## config.mk

```make
export PLATFORM = sky130hd
export DESIGN_NAME = hex_record_byte_extractor_unit
export DESIGN_NICKNAME = d
export VERILOG_FILES = /design/src/rtl/core/hrbe_pkg.sv /design/src/rtl/core/hrbe_parser.sv /design/src/rtl/core/hex_record_byte_extractor_unit.sv
export SDC_FILE = /design/constraint.sdc
export NUM_CORES = 1
export LEC_CHECK = 0
export ABC_AREA = 1
export BUFFER_PORTS_ARGS = -buffer_cell sky130_fd_sc_hd__clkbuf_2
export CORE_MARGIN = 4
export CORE_UTILIZATION = 48
export CTS_BUF_LIST = sky130_fd_sc_hd__clkbuf_8
export DETAILED_ROUTE_END_ITERATION = 7
export PLACE_DENSITY = 0.64
export SETUP_SLACK_MARGIN = 0.05
export SLEW_MARGIN = 20
export SYNTH_ARGS = -nofsm -noshare
export SYNTH_HDL_FRONTEND = slang
export SYNTH_HIERARCHICAL = 1
export SYNTH_SLANG_ARGS = --single-unit
```

## constraint.sdc

```tcl
create_clock -name clk -period 9.55 [get_ports clk]
set_input_delay 0.955 -clock clk [delete_from_list [all_inputs] [get_ports clk]]
set_output_delay 0.955 -clock clk [all_outputs]
set_load 0.1 [all_outputs]
```

## src/rtl/core/hrbe_pkg.sv

```systemverilog
// hrbe_pkg: shared types, character codes and the hex digit decoder
// used by the hex record byte extractor modules; no dependencies
package hrbe_pkg;

	localparam logic [7:0] CH_COLON = 8'h3a;
	localparam logic [7:0] CH_DASH  = 8'h2d;
	localparam logic [7:0] CH_ONE   = 8'h31;
	localparam logic [7:0] CH_ZERO  = 8'h30;

	localparam logic [7:0] BYTE_LIMIT_RST = 8'd32;
	localparam logic [7:0] BYTE_CNT_MAX   = 8'hff;

	localparam int CFG_IDX_W = 1;
	localparam logic [CFG_IDX_W-1:0] CFG_TEXT_MODE  = 1'b0;
	localparam logic [CFG_IDX_W-1:0] CFG_BYTE_LIMIT = 1'b1;

	typedef enum logic [2:0] {
		ERR_NONE  = 3'd0,
		ERR_TRUNC = 3'd1,
		ERR_TYPE  = 3'd2,
		ERR_END   = 3'd3,
		ERR_SUM   = 3'd4
	} err_t;

	typedef struct packed {
		logic       valid;
		logic [7:0] data;
		logic       bvalid;
		err_t       err;
		logic       fin;
	} result_t;

	function automatic logic [3:0] hex_value(input logic [7:0] c);
		logic [3:0] v;
		v = 4'd0;
		if (c >= 8'h30 && c <= 8'h39) begin
			v = c[3:0];
		end else if ((c >= 8'h61 && c <= 8'h66) || (c >= 8'h41 && c <= 8'h46)) begin
			v = c[3:0] + 4'd9;
		end
		return v;
	endfunction

endpackage

```

## src/rtl/core/hrbe_parser.sv

```systemverilog
// hrbe_parser: per-character record state machine and result decode
// depends on hrbe_pkg
module hrbe_parser (
	input  logic                  clk,
	input  logic                  arst_n,
	input  logic                  advance,
	input  logic [7:0]            char_in,
	input  logic                  eoi_in,
	input  logic                  text_mode,
	input  logic [7:0]            byte_limit,
	output hrbe_pkg::result_t     result
);

	typedef enum logic [2:0] {
		PH_IDLE  = 3'd0,
		PH_COUNT = 3'd1,
		PH_ADDR  = 3'd2,
		PH_TYPE  = 3'd3,
		PH_DATA  = 3'd4,
		PH_CSUM  = 3'd5,
		PH_SKIP  = 3'd6,
		PH_BITS  = 3'd7
	} phase_t;

	phase_t          phase_q, phase_d;
	logic [2:0]      idx_q, idx_d;
	logic [8:0]      left_q, left_d;
	logic [7:0]      sum_q, sum_d;
	logic [7:0]      asm_q, asm_d;
	logic [7:0]      cnt_q, cnt_d;
	hrbe_pkg::err_t  err_q, err_d;
	logic            done_q, done_d;

	logic [3:0]      v;
	logic [7:0]      b;
	logic [7:0]      cnt_inc;
	logic [7:0]      bit_mask;
	logic [7:0]      bits_byte;
	logic            type_bad;

	assign v         = hrbe_pkg::hex_value(char_in);
	assign b         = asm_q | {4'd0, v};
	assign cnt_inc   = (cnt_q == hrbe_pkg::BYTE_CNT_MAX) ? cnt_q : cnt_q + 8'd1;
	assign bit_mask  = 8'h80 >> idx_q;
	assign bits_byte = asm_q | ((char_in == hrbe_pkg::CH_ONE) ? bit_mask : 8'd0);
	assign type_bad  = (cnt_q < byte_limit) ? (char_in != hrbe_pkg::CH_ZERO) :
		(idx_q[0] ? (char_in != hrbe_pkg::CH_ONE) : (char_in != hrbe_pkg::CH_ZERO));

	always_comb begin
		phase_d = phase_q;
		idx_d   = idx_q;
		left_d  = left_q;
		sum_d   = sum_q;
		asm_d   = asm_q;
		cnt_d   = cnt_q;
		err_d   = err_q;
		done_d  = done_q;
		result  = '0;
		if (err_q == hrbe_pkg::ERR_NONE && !done_q) begin
			if (eoi_in) begin
				result.valid = 1'b1;
				if (phase_q != PH_IDLE) begin
					err_d      = hrbe_pkg::ERR_TRUNC;
					phase_d    = PH_IDLE;
					result.err = hrbe_pkg::ERR_TRUNC;
				end else begin
					done_d     = 1'b1;
					result.fin = 1'b1;
				end
			end else begin
				unique case (phase_q)
					PH_IDLE: begin
						if (text_mode) begin
							if (char_in == hrbe_pkg::CH_DASH) begin
								phase_d = PH_SKIP;
							end
						end else if (char_in == hrbe_pkg::CH_COLON) begin
							phase_d = PH_COUNT;
							idx_d   = 3'd0;
							sum_d   = 8'd0;
							asm_d   = 8'd0;
						end
					end
					PH_COUNT: begin
						if (idx_q == 3'd0) begin
							asm_d = {v, 4'd0};
							idx_d = 3'd1;
						end else begin
							sum_d   = b;
							left_d  = {b, 1'b0};
							idx_d   = 3'd0;
							phase_d = PH_ADDR;
						end
					end
					PH_ADDR: begin
						if (!idx_q[0]) begin
							asm_d = {v, 4'd0};
						end else begin
							sum_d = sum_q + b;
						end
						if (idx_q >= 3'd3) begin
							idx_d   = 3'd0;
							phase_d = PH_TYPE;
						end else begin
							idx_d = idx_q + 3'd1;
						end
					end
					PH_TYPE: begin
						if (type_bad) begin
							err_d        = (cnt_q < byte_limit) ? hrbe_pkg::ERR_TYPE
								: hrbe_pkg::ERR_END;
							phase_d      = PH_IDLE;
							result.valid = 1'b1;
							result.err   = err_d;
						end else if (idx_q == 3'd0) begin
							asm_d = {v, 4'd0};
							idx_d = 3'd1;
						end else begin
							sum_d   = sum_q + b;
							idx_d   = 3'd0;
							phase_d = (left_q != 9'd0) ? PH_DATA : PH_CSUM;
						end
					end
					PH_DATA: begin
						left_d = left_q - 9'd1;
						if (!left_q[0]) begin
							asm_d = {v, 4'd0};
						end else begin
							sum_d         = sum_q + b;
							cnt_d         = cnt_inc;
							result.valid  = 1'b1;
							result.bvalid = 1'b1;
							result.data   = b;
							if (left_q == 9'd1) begin
								phase_d = PH_CSUM;
								idx_d   = 3'd0;
							end
						end
					end
					PH_CSUM: begin
						if (idx_q == 3'd0) begin
							asm_d = {v, 4'd0};
							idx_d = 3'd1;
						end else begin
							idx_d   = 3'd0;
							phase_d = PH_IDLE;
							if ((sum_q + b) != 8'd0) begin
								err_d        = hrbe_pkg::ERR_SUM;
								result.valid = 1'b1;
								result.err   = hrbe_pkg::ERR_SUM;
							end
						end
					end
					PH_SKIP: begin
						phase_d = PH_BITS;
						idx_d   = 3'd0;
						asm_d   = 8'd0;
					end
					PH_BITS: begin
						asm_d = bits_byte;
						if (idx_q < 3'd7) begin
							idx_d = idx_q + 3'd1;
						end else begin
							idx_d         = 3'd0;
							phase_d       = PH_IDLE;
							cnt_d         = cnt_inc;
							result.valid  = 1'b1;
							result.bvalid = 1'b1;
							result.data   = bits_byte;
							if (cnt_inc >= byte_limit) begin
								done_d     = 1'b1;
								result.fin = 1'b1;
							end
						end
					end
					default: begin
						phase_d = PH_IDLE;
					end
				endcase
			end
		end
	end

	always_ff @(posedge clk or negedge arst_n) begin
		if (!arst_n) begin
			phase_q <= PH_IDLE;
			idx_q   <= 3'd0;
			left_q  <= 9'd0;
			sum_q   <= 8'd0;
			asm_q   <= 8'd0;
			cnt_q   <= 8'd0;
			err_q   <= hrbe_pkg::ERR_NONE;
			done_q  <= 1'b0;
		end else if (advance) begin
			phase_q <= phase_d;
			idx_q   <= idx_d;
			left_q  <= left_d;
			sum_q   <= sum_d;
			asm_q   <= asm_d;
			cnt_q   <= cnt_d;
			err_q   <= err_d;
			done_q  <= done_d;
		end
	end

	a_err_sticky: assert property (@(posedge clk) disable iff (!arst_n)
		err_q != hrbe_pkg::ERR_NONE |=> $stable(err_q))
		else $error("latched error changed");

	a_done_sticky: assert property (@(posedge clk) disable iff (!arst_n)
		done_q |=> done_q)
		else $error("finish flag dropped");

	a_cnt_monotonic: assert property (@(posedge clk) disable iff (!arst_n)
		cnt_q >= $past(cnt_q))
		else $error("byte count decreased");

	a_silent_after_stop: assert property (@(posedge clk) disable iff (!arst_n)
		(err_q != hrbe_pkg::ERR_NONE || done_q) |-> !result.valid)
		else $error("request produced after stop");

endmodule

```

## src/rtl/core/hex_record_byte_extractor_unit.sv

```systemverilog
// hex_record_byte_extractor_unit: top level with input register,
// configuration registers and result register; uses hrbe_pkg, hrbe_parser
// path: a character waits in the input register, its result in the result register
// throughput: one character per cycle unless in_stall; the parser state updates in one step
// input stalls only when a result-producing character meets a full, stalled result register
// reset: asynchronous, clears parse state, latched error and finish flag
module hex_record_byte_extractor_unit (
	input  logic                               clk,
	input  logic                               arst_n,
	input  logic                               in_valid,
	output logic                               in_stall,
	input  logic [7:0]                         character,
	input  logic                               end_of_input,
	output logic                               out_valid,
	input  logic                               out_stall,
	output logic [7:0]                         data_byte,
	output logic                               byte_valid,
	output logic [2:0]                         error_code,
	output logic                               finished,
	input  logic                               cfg_valid,
	output logic                               cfg_ready,
	input  logic [hrbe_pkg::CFG_IDX_W-1:0]     cfg_index,
	input  logic [7:0]                         cfg_data
);

	logic              text_mode_q;
	logic [7:0]        byte_limit_q;
	logic              valid_s1;
	logic [7:0]        char_s1;
	logic              eoi_s1;
	hrbe_pkg::result_t res;
	hrbe_pkg::result_t out_q;
	logic              out_valid_q;
	logic              out_free;
	logic              advance;
	logic              in_accept;

	assign cfg_ready = 1'b1;

	always_ff @(posedge clk or negedge arst_n) begin
		if (!arst_n) begin
			text_mode_q  <= 1'b0;
			byte_limit_q <= hrbe_pkg::BYTE_LIMIT_RST;
		end else if (cfg_valid && cfg_ready) begin
			unique case (cfg_index)
				hrbe_pkg::CFG_TEXT_MODE:  text_mode_q  <= cfg_data[0];
				hrbe_pkg::CFG_BYTE_LIMIT: byte_limit_q <= cfg_data;
				default: ;
			endcase
		end
	end

	assign out_free  = !out_valid_q || !out_stall;
	assign advance   = valid_s1 && (!res.valid || out_free);
	assign in_stall  = valid_s1 && !advance;
	assign in_accept = in_valid && !in_stall;

	always_ff @(posedge clk or negedge arst_n) begin
		if (!arst_n) begin
			valid_s1 <= 1'b0;
		end else if (in_accept) begin
			valid_s1 <= 1'b1;
		end else if (advance) begin
			valid_s1 <= 1'b0;
		end
	end

	always_ff @(posedge clk) begin
		if (in_accept) begin
			char_s1 <= character;
			eoi_s1  <= end_of_input;
		end
	end

	hrbe_parser u_parser (
		.clk        (clk),
		.arst_n     (arst_n),
		.advance    (advance),
		.char_in    (char_s1),
		.eoi_in     (eoi_s1),
		.text_mode  (text_mode_q),
		.byte_limit (byte_limit_q),
		.result     (res)
	);

	always_ff @(posedge clk or negedge arst_n) begin
		if (!arst_n) begin
			out_valid_q <= 1'b0;
		end else if (advance && res.valid) begin
			out_valid_q <= 1'b1;
		end else if (!out_stall) begin
			out_valid_q <= 1'b0;
		end
	end

	always_ff @(posedge clk) begin
		if (advance && res.valid) begin
			out_q <= res;
		end
	end

	assign out_valid  = out_valid_q;
	assign data_byte  = out_q.data;
	assign byte_valid = out_q.bvalid;
	assign error_code = out_q.err;
	assign finished   = out_q.fin;

	a_no_overwrite: assert property (@(posedge clk) disable iff (!arst_n)
		(out_valid_q && out_stall) |=> $stable(out_q))
		else $error("waiting request overwritten");

	a_stall_holds_stage: assert property (@(posedge clk) disable iff (!arst_n)
		in_stall |=> valid_s1 && $stable(char_s1) && $stable(eoi_s1))
		else $error("input stage lost a character");

	a_advance_needs_room: assert property (@(posedge clk) disable iff (!arst_n)
		(advance && res.valid) |-> out_free)
		else $error("request issued into full result register");

endmodule

```

==> results of run 1 <==
routing by layer:
metal | vias up | track usage | part of all wire
met3 | 22 | 0.0359 | 0.054
li1 | 2306 | - | -
met5 | - | 0 | 0
met2 | 142 | 0.330 | 0.46
met4 | 0 | 0.0519 | 0.017
met1 | 2084 | 0.286 | 0.46
critical path, stage by stage, from the launching register on:
cell	delay (ns)
edfxtp_1	0.44
inv_1	0.15
ha_1	0.17
nand3_1	0.10
inv_1	0.07
nand2_1	0.08
nand3_1	0.13
nand2_1	0.07
o21ai_0	0.11
nand2_1	0.18
ha_1	0.25
fa_1	0.45
or2_2	0.28
nor2_1	0.11
nand3_1	0.08
nor2_1	0.12
nand4_1	0.14
nand2_1	0.11
nand3_1	0.10
nand2_1	0.08
inv_1	0.05
nand3_1	0.11
nor2_1	0.07
clkbuf_2	0.37
power by group:
part | switching (mW) | internal (mW)
Combinational | 0.0431 | 0.0236
Clock | 0.117 | 0.133
Sequential | 0.00697 | 0.343
Total | 0.167 | 0.500
cell type report:
type	instances	area, µm²
clock buffer	11	151
clock inverter	5	51.3
fill	1038	4770
inverter	105	394
multi-input combinational	492	2670
sequential	76	2010
tap	136	170
timing repair buffer	38	193
sequential cells by signal, summed over array words and instances, names as in the netlist, 8 cells and up:
name and count:
u_parser/left_q 9, u_parser/asm_q 8, data_byte 8, byte_limit_q 8, u_parser/cnt_q 8, char_s1 8
u_parser/sum_q 8
logic make-up after synthesis:
group | after synthesis
AO/OA/AOI/OAI | 121
XOR/XNOR | 10
adder cells (fa/ha/maj) | 36
buffers and inverters | 116
flip-flops | 76
multiplexers | 1
other | 1
AND/OR/NAND/NOR | 323
path summary, 6_finish.rpt:
| path | from | end | depth (start not counted) |
|---|---|---|---|
| max reg2reg | char_s1[0] | u_parser/cnt_q[5] | 30 |
| min in group asynchronous | arst_n | u_parser/left_q[4] | 2 |
| min reg2reg | u_parser/err_q[1] | u_parser/err_q[1] | 2 |
| max | char_s1[0] | in_stall | 23 |
| min | u_parser/err_q[1] | u_parser/err_q[1] | 2 |
| max in group asynchronous | arst_n | byte_limit_q[0] | 2 |
Yosys cell counts, types with 2 or more instances:
master,n,share of area
nand2_1,193,0.14
inv_1,98,0.071
dfrtp_1,53,0.26
nor2_1,47,0.034
nand3_1,41,0.040
o21ai_0,40,0.039
ha_1,35,0.085
a21oi_1,33,0.032
edfxtp_1,22,0.13
o21ai_1,18,0.017
nand4_1,9,0.011
xor2_1,9,0.015
o21ai_2,8,0.014
inv_2,7,0.0051
nor3_1,6,0.0058
o22ai_1,6,0.0073
nor2_2,5,0.0061
a22oi_1,4,0.0058
buf_4,4,0.0058
nand2_2,4,0.0048
nand3_2,4,0.0078
a31oi_1,3,0.0036
buf_6,3,0.0065
clkbuf_1,3,0.0022
nand3b_1,3,0.0044
o21a_1,3,0.0044
a211oi_1,2,0.0029
nor2_4,2,0.0044
nor3_2,2,0.0039
nor3_4,2,0.0063
==> results.ini, run 1 <==
[timing]
min_period_ns = 5.15
grt_setup_unrepaired = false
slew_viol_final = 0
holdWs_ns = 0.457
period_share = 0.539
fin_skew_ns = 0.0158
setup_viol = 0
fmax_mhz = 194
finalHoldViolCount = 0
finalSetupTns_ns = 0
worst_pin_slew_ns = 0.729
setup_ws_ns = 4.40
slew_headroom = 0.514

[worst_setup_path]
cp-start-kind = flop
path_max_fanout = 4
path_class = reg -> out
reg2reg_slack_ns = 4.76
crit_arrival_ns = 4.19
crit_required_ns = 8.60
worstSetupEndpointType = output pin

[floorplanning]
core_um2 = 10400
die_x_um = 112
die_y_um = 112
die-area_um2 = 12500
initial_core_util = 0.495
rows = 37
ios = 39

[detailed_routing]
vias_per_cell = 5.28
dr.first_iter.drc_count = 419
first_pass_iters = 7
wirelength_um = 12400
wire_per_inst_um = 14.4
vias = 4554
ant_nets = 0
drc = 0

[finish]
final_common_cell = nand2_1
layout.nets = 781
final_cell_mix = 193 x nand2_1, 99 x inv_1, 53 x dfrtp_1, 47 x nor2_1, 41 x nand3_1
area_growth_pct = 9.41
layoutNonFillerInstCount = 863
num_antenna_cells = 0
fin_util = 0.542
fin_area_um2 = 5650
drive_above_1_share = 0.127

[synthesis]
seq_area_frac_synth = 0.390
synth_top_family_by_area = simple AND/OR/NAND/NOR gates
muxShareOfSynthArea = 0.00218
synth_cell_types = 45
synth-edff-count = 22
synth-main-ff-cell = dfrtp_1
synth_fa_ha_area_frac = 0.0887
syn_nets = 743
synth-async-reset-ratio = 0.711
synthXorXnorAreaFrac = 0.0170
syn-cell-area_um2 = 5160
yosys_warnings = 6
yosys.area_share.simple = 0.277
synth-compound-area-share = 0.132
ys_ff_latch = 76
syn_inst = 684
avgSynthCellArea_um2 = 7.54

[place]
dp_hpwl_um = 9750
dp_worst_setup_slack_ns = 4.83
dpl_cell_area_um2 = 5440
gp_congestion = 0.917
dp_cells = 847
numPortBuffers = 37

[clocking]
cts_sinks = 76
insertion_delay_ns = 0.35
cts.clk_slew.worst_paths_ns = 0.09
root_buffer = clkbuf_8
cts_buffers = 9
post_cts_buffers = 0
htreeDepth = 3
cts_tree = done
cts_resized = 0
clockBufferDepth = 2
ctsHoldBuffers = 0

[global_routing]
track_usage = 0.204
grt_pass1_vias = 4371
grt.overflow.total = 0
grt_max_degree = 55
grt_pass1_wl_um = 21100
antenna_found_initial = 0

[hold_path]
hp-class = reg -> reg

[pwr]
power_leakage_nw = 2.77
power_density_nw_per_um2 = 118
peakVddDrop_uv = 67.0
power_mw = 0.667

[run]
max_cap_violations = 0

[status]
outcome = completed

Power figures use the tool's default switching activity.
==> inputs of run 2 (changes only) <==
--- a/config.mk
+++ b/config.mk
@@ -11,7 +11,7 @@
 export CORE_UTILIZATION = 48
 export CTS_BUF_LIST = sky130_fd_sc_hd__clkbuf_8
 export DETAILED_ROUTE_END_ITERATION = 7
-export PLACE_DENSITY = 0.64
+export PLACE_DENSITY = 0.67
 export SETUP_SLACK_MARGIN = 0.05
 export SLEW_MARGIN = 20
 export SYNTH_ARGS = -nofsm -noshare
==> constraint.sdc (replaced) <==
create_clock -name clk -period 4.2 [get_ports clk]
set_input_delay 0.42 -clock clk [delete_from_list [all_inputs] [get_ports clk]]
set_output_delay 0.42 -clock clk [all_outputs]
set_load 0.1 [all_outputs]
==> run 2 against run 1 <==
Effect of this change: clock skew decreased by 0.0037 ns; global-route usage increased by 0.18 points; utilization increased by 5.3 points.
==> results.ini, run 2 (same netlist as run 1, synthesis figures left out) <==
[timing]
setup_viol = 0
setup_ws_ns = 0.0935
slew_viol_final = 0
worst_pin_slew_ns = 0.726
finalHoldViolCount = 0
holdWs_ns = 0.196
period_share = 0.978
slew_headroom = 0.516
fin_skew_ns = 0.0121
fmax_mhz = 244
grt_setup_unrepaired = true
min_period_ns = 4.11

[floorplanning]
rows = 37
ios = 39
die-area_um2 = 12500
die_y_um = 112
initial_core_util = 0.495
core_um2 = 10400
die_x_um = 112

[pwr]
pwr-share-seq = 0.476
combPwrFrac = 0.111
netSwitchingPower_mw = 0.418
clkPwrFrac = 0.412
peakVddDrop_uv = 177
power_density_nw_per_um2 = 269
p_sw_frac = 0.251
power_mw = 1.67
power_leakage_nw = 2.98
internal_power_mw = 1.25

[clocking]
cts_buffers = 9
insertion_delay_ns = 0.37
cts.clk_slew.worst_paths_ns = 0.08
root_buffer = clkbuf_8
htreeDepth = 3
clockBufferDepth = 2
cts_tree = done
cts_sinks = 76

[finish]
largest_reg_flops = 9
fin_area_um2 = 6200
fillers = 936
final_common_cell = nand2_1
area_growth_pct = 20.2
drive_above_1_share = 0.220
num_antenna_cells = 0
fin_util = 0.595
final_cell_mix = 184 x nand2_1, 90 x inv_1, 53 x dfrtp_1, 40 x nor2_1, 37 x o21ai_0
layout.nets = 814
largest-register = u_parser/left_q

[worst_setup_path]
slowest_stage = fa_2
path_class = reg -> reg
cp-start-kind = flop
critPathMaxStageDelay_ns = 0.47
reg2reg_slack_ns = 0.09
crit_required_ns = 4.45
r2r-end = u_parser/sum_q[0]
worstSetupEndpointType = flop
reg2reg_depth = 31
path_max_fanout = 8
crit_arrival_ns = 4.36
crit_top_cell = nand2_2
r2r_start = char_s1[0]

[place]
dp_hpwl_um = 9680
numPortBuffers = 37
gp_congestion = 0.977
dpl_cell_area_um2 = 5610
dp_worst_setup_slack_ns = -0.104

[status]
outcome = completed

[global_routing]
antenna_found_initial = 0
track_usage = 0.206
grt.overflow.total = 0
grt_pass1_vias = 4381
grt_max_degree = 55
grt_pass1_wl_um = 21000

[hold_path]
hp-class = in -> async

[detailed_routing]
dr.first_iter.drc_count = 385
drc = 0
wire_per_inst_um = 14.8
vias = 4798
first_pass_iters = 5
vias_per_cell = 5.35
ant_nets = 0
wirelength_um = 13300

[run]
max_cap_violations = 0

-- run 2: changes by cell type in the layout (fill, tap and decap cells not counted), moves of 4 or more --
cell     previous run  this run
buf_4               1        27
buf_6               0         5
inv_1              99        90
inv_2               7        13
nand2_1           193       184
nand2_2             4        12
nand3_1            41        34
nand3_2             4         8
nor2_1             47        40
nor2_2              5        10
-- run 2: area by class of cell --
| cell class | count | area (µm²) | area share |
|---|---|---|---|
| Inverter | 105 | 399 | 0.0644 |
| Tap cell | 136 | 170 | 0.0274 |
| Multi-Input combinational cell | 492 | 2870 | 0.462 |
| Sequential cell | 76 | 2010 | 0.325 |
| Clock inverter | 7 | 125 | 0.0202 |
| Clock buffer | 9 | 124 | 0.0200 |
| Timing Repair Buffer | 71 | 504 | 0.0813 |
-- run 2: layer usage --
metal  routed length (µm)  global-route usage
met1                 6130               0.284
met2                 6170               0.333
met3                  723              0.0397
met4                  237              0.0592
met5                    0                   0
-- run 2: per-stage QoR --
stage                     TNS (ns)  cells
after CTS                        0    885
after floorplan                  0    684
final                            0    896
after global placement           0    865
after detailed placement    -0.690    865
after global routing        -0.745    896
-- run 2: worst max path at each step --
stage,end,slack [ns],cells after the start,start
CTS,in_stall,0.07,24,char_s1[0]
floorplan,u_parser/sum_q[7],0.23,31,char_s1[0]
global placement,u_parser/left_q[3],0.02,26,char_s1[0]
global route,u_parser/sum_q[0],-0.11,30,char_s1[2]
finish,u_parser/sum_q[0],0.09,31,char_s1[0]
detailed placement,u_parser/left_q[3],-0.10,26,char_s1[0]
-- run 2: power by group through the flow --
stage / Sequential (mW) / Combinational [mW] / Clock, mW
6_report: 0.794 / 0.185 / 0.688
5_1_grt: 0.797 / 0.211 / 0.738
4_1_cts: 0.794 / 0.167 / 0.702
3_5_place_dp: 0.810 / 0.160 / 0
3_3_place_gp: 0.809 / 0.155 / 0
2_1_floorplan: 0.803 / 0.110 / 0
-- run 2: worst max-delay path, delay by kind of cell, from the launching register on --
kind            cells  cell delay [ns]
simple gates       21             2.18
fa+ha+maj           3             0.80
buf+inv             5             0.47
flops               1             0.42
compound gates      2             0.13
-- run 2: repair_timing --
| action | CTS | global route |
|---|---|---|
| pin swaps | 4 | 20 |
| cloned | 0 | 2 |
| gates resized for setup | 8 | 51 |
| setup endpoints to repair | 41 | 43 |
| buffers inserted | 4 | 9 |
| hold buffers | 0 | 0 |
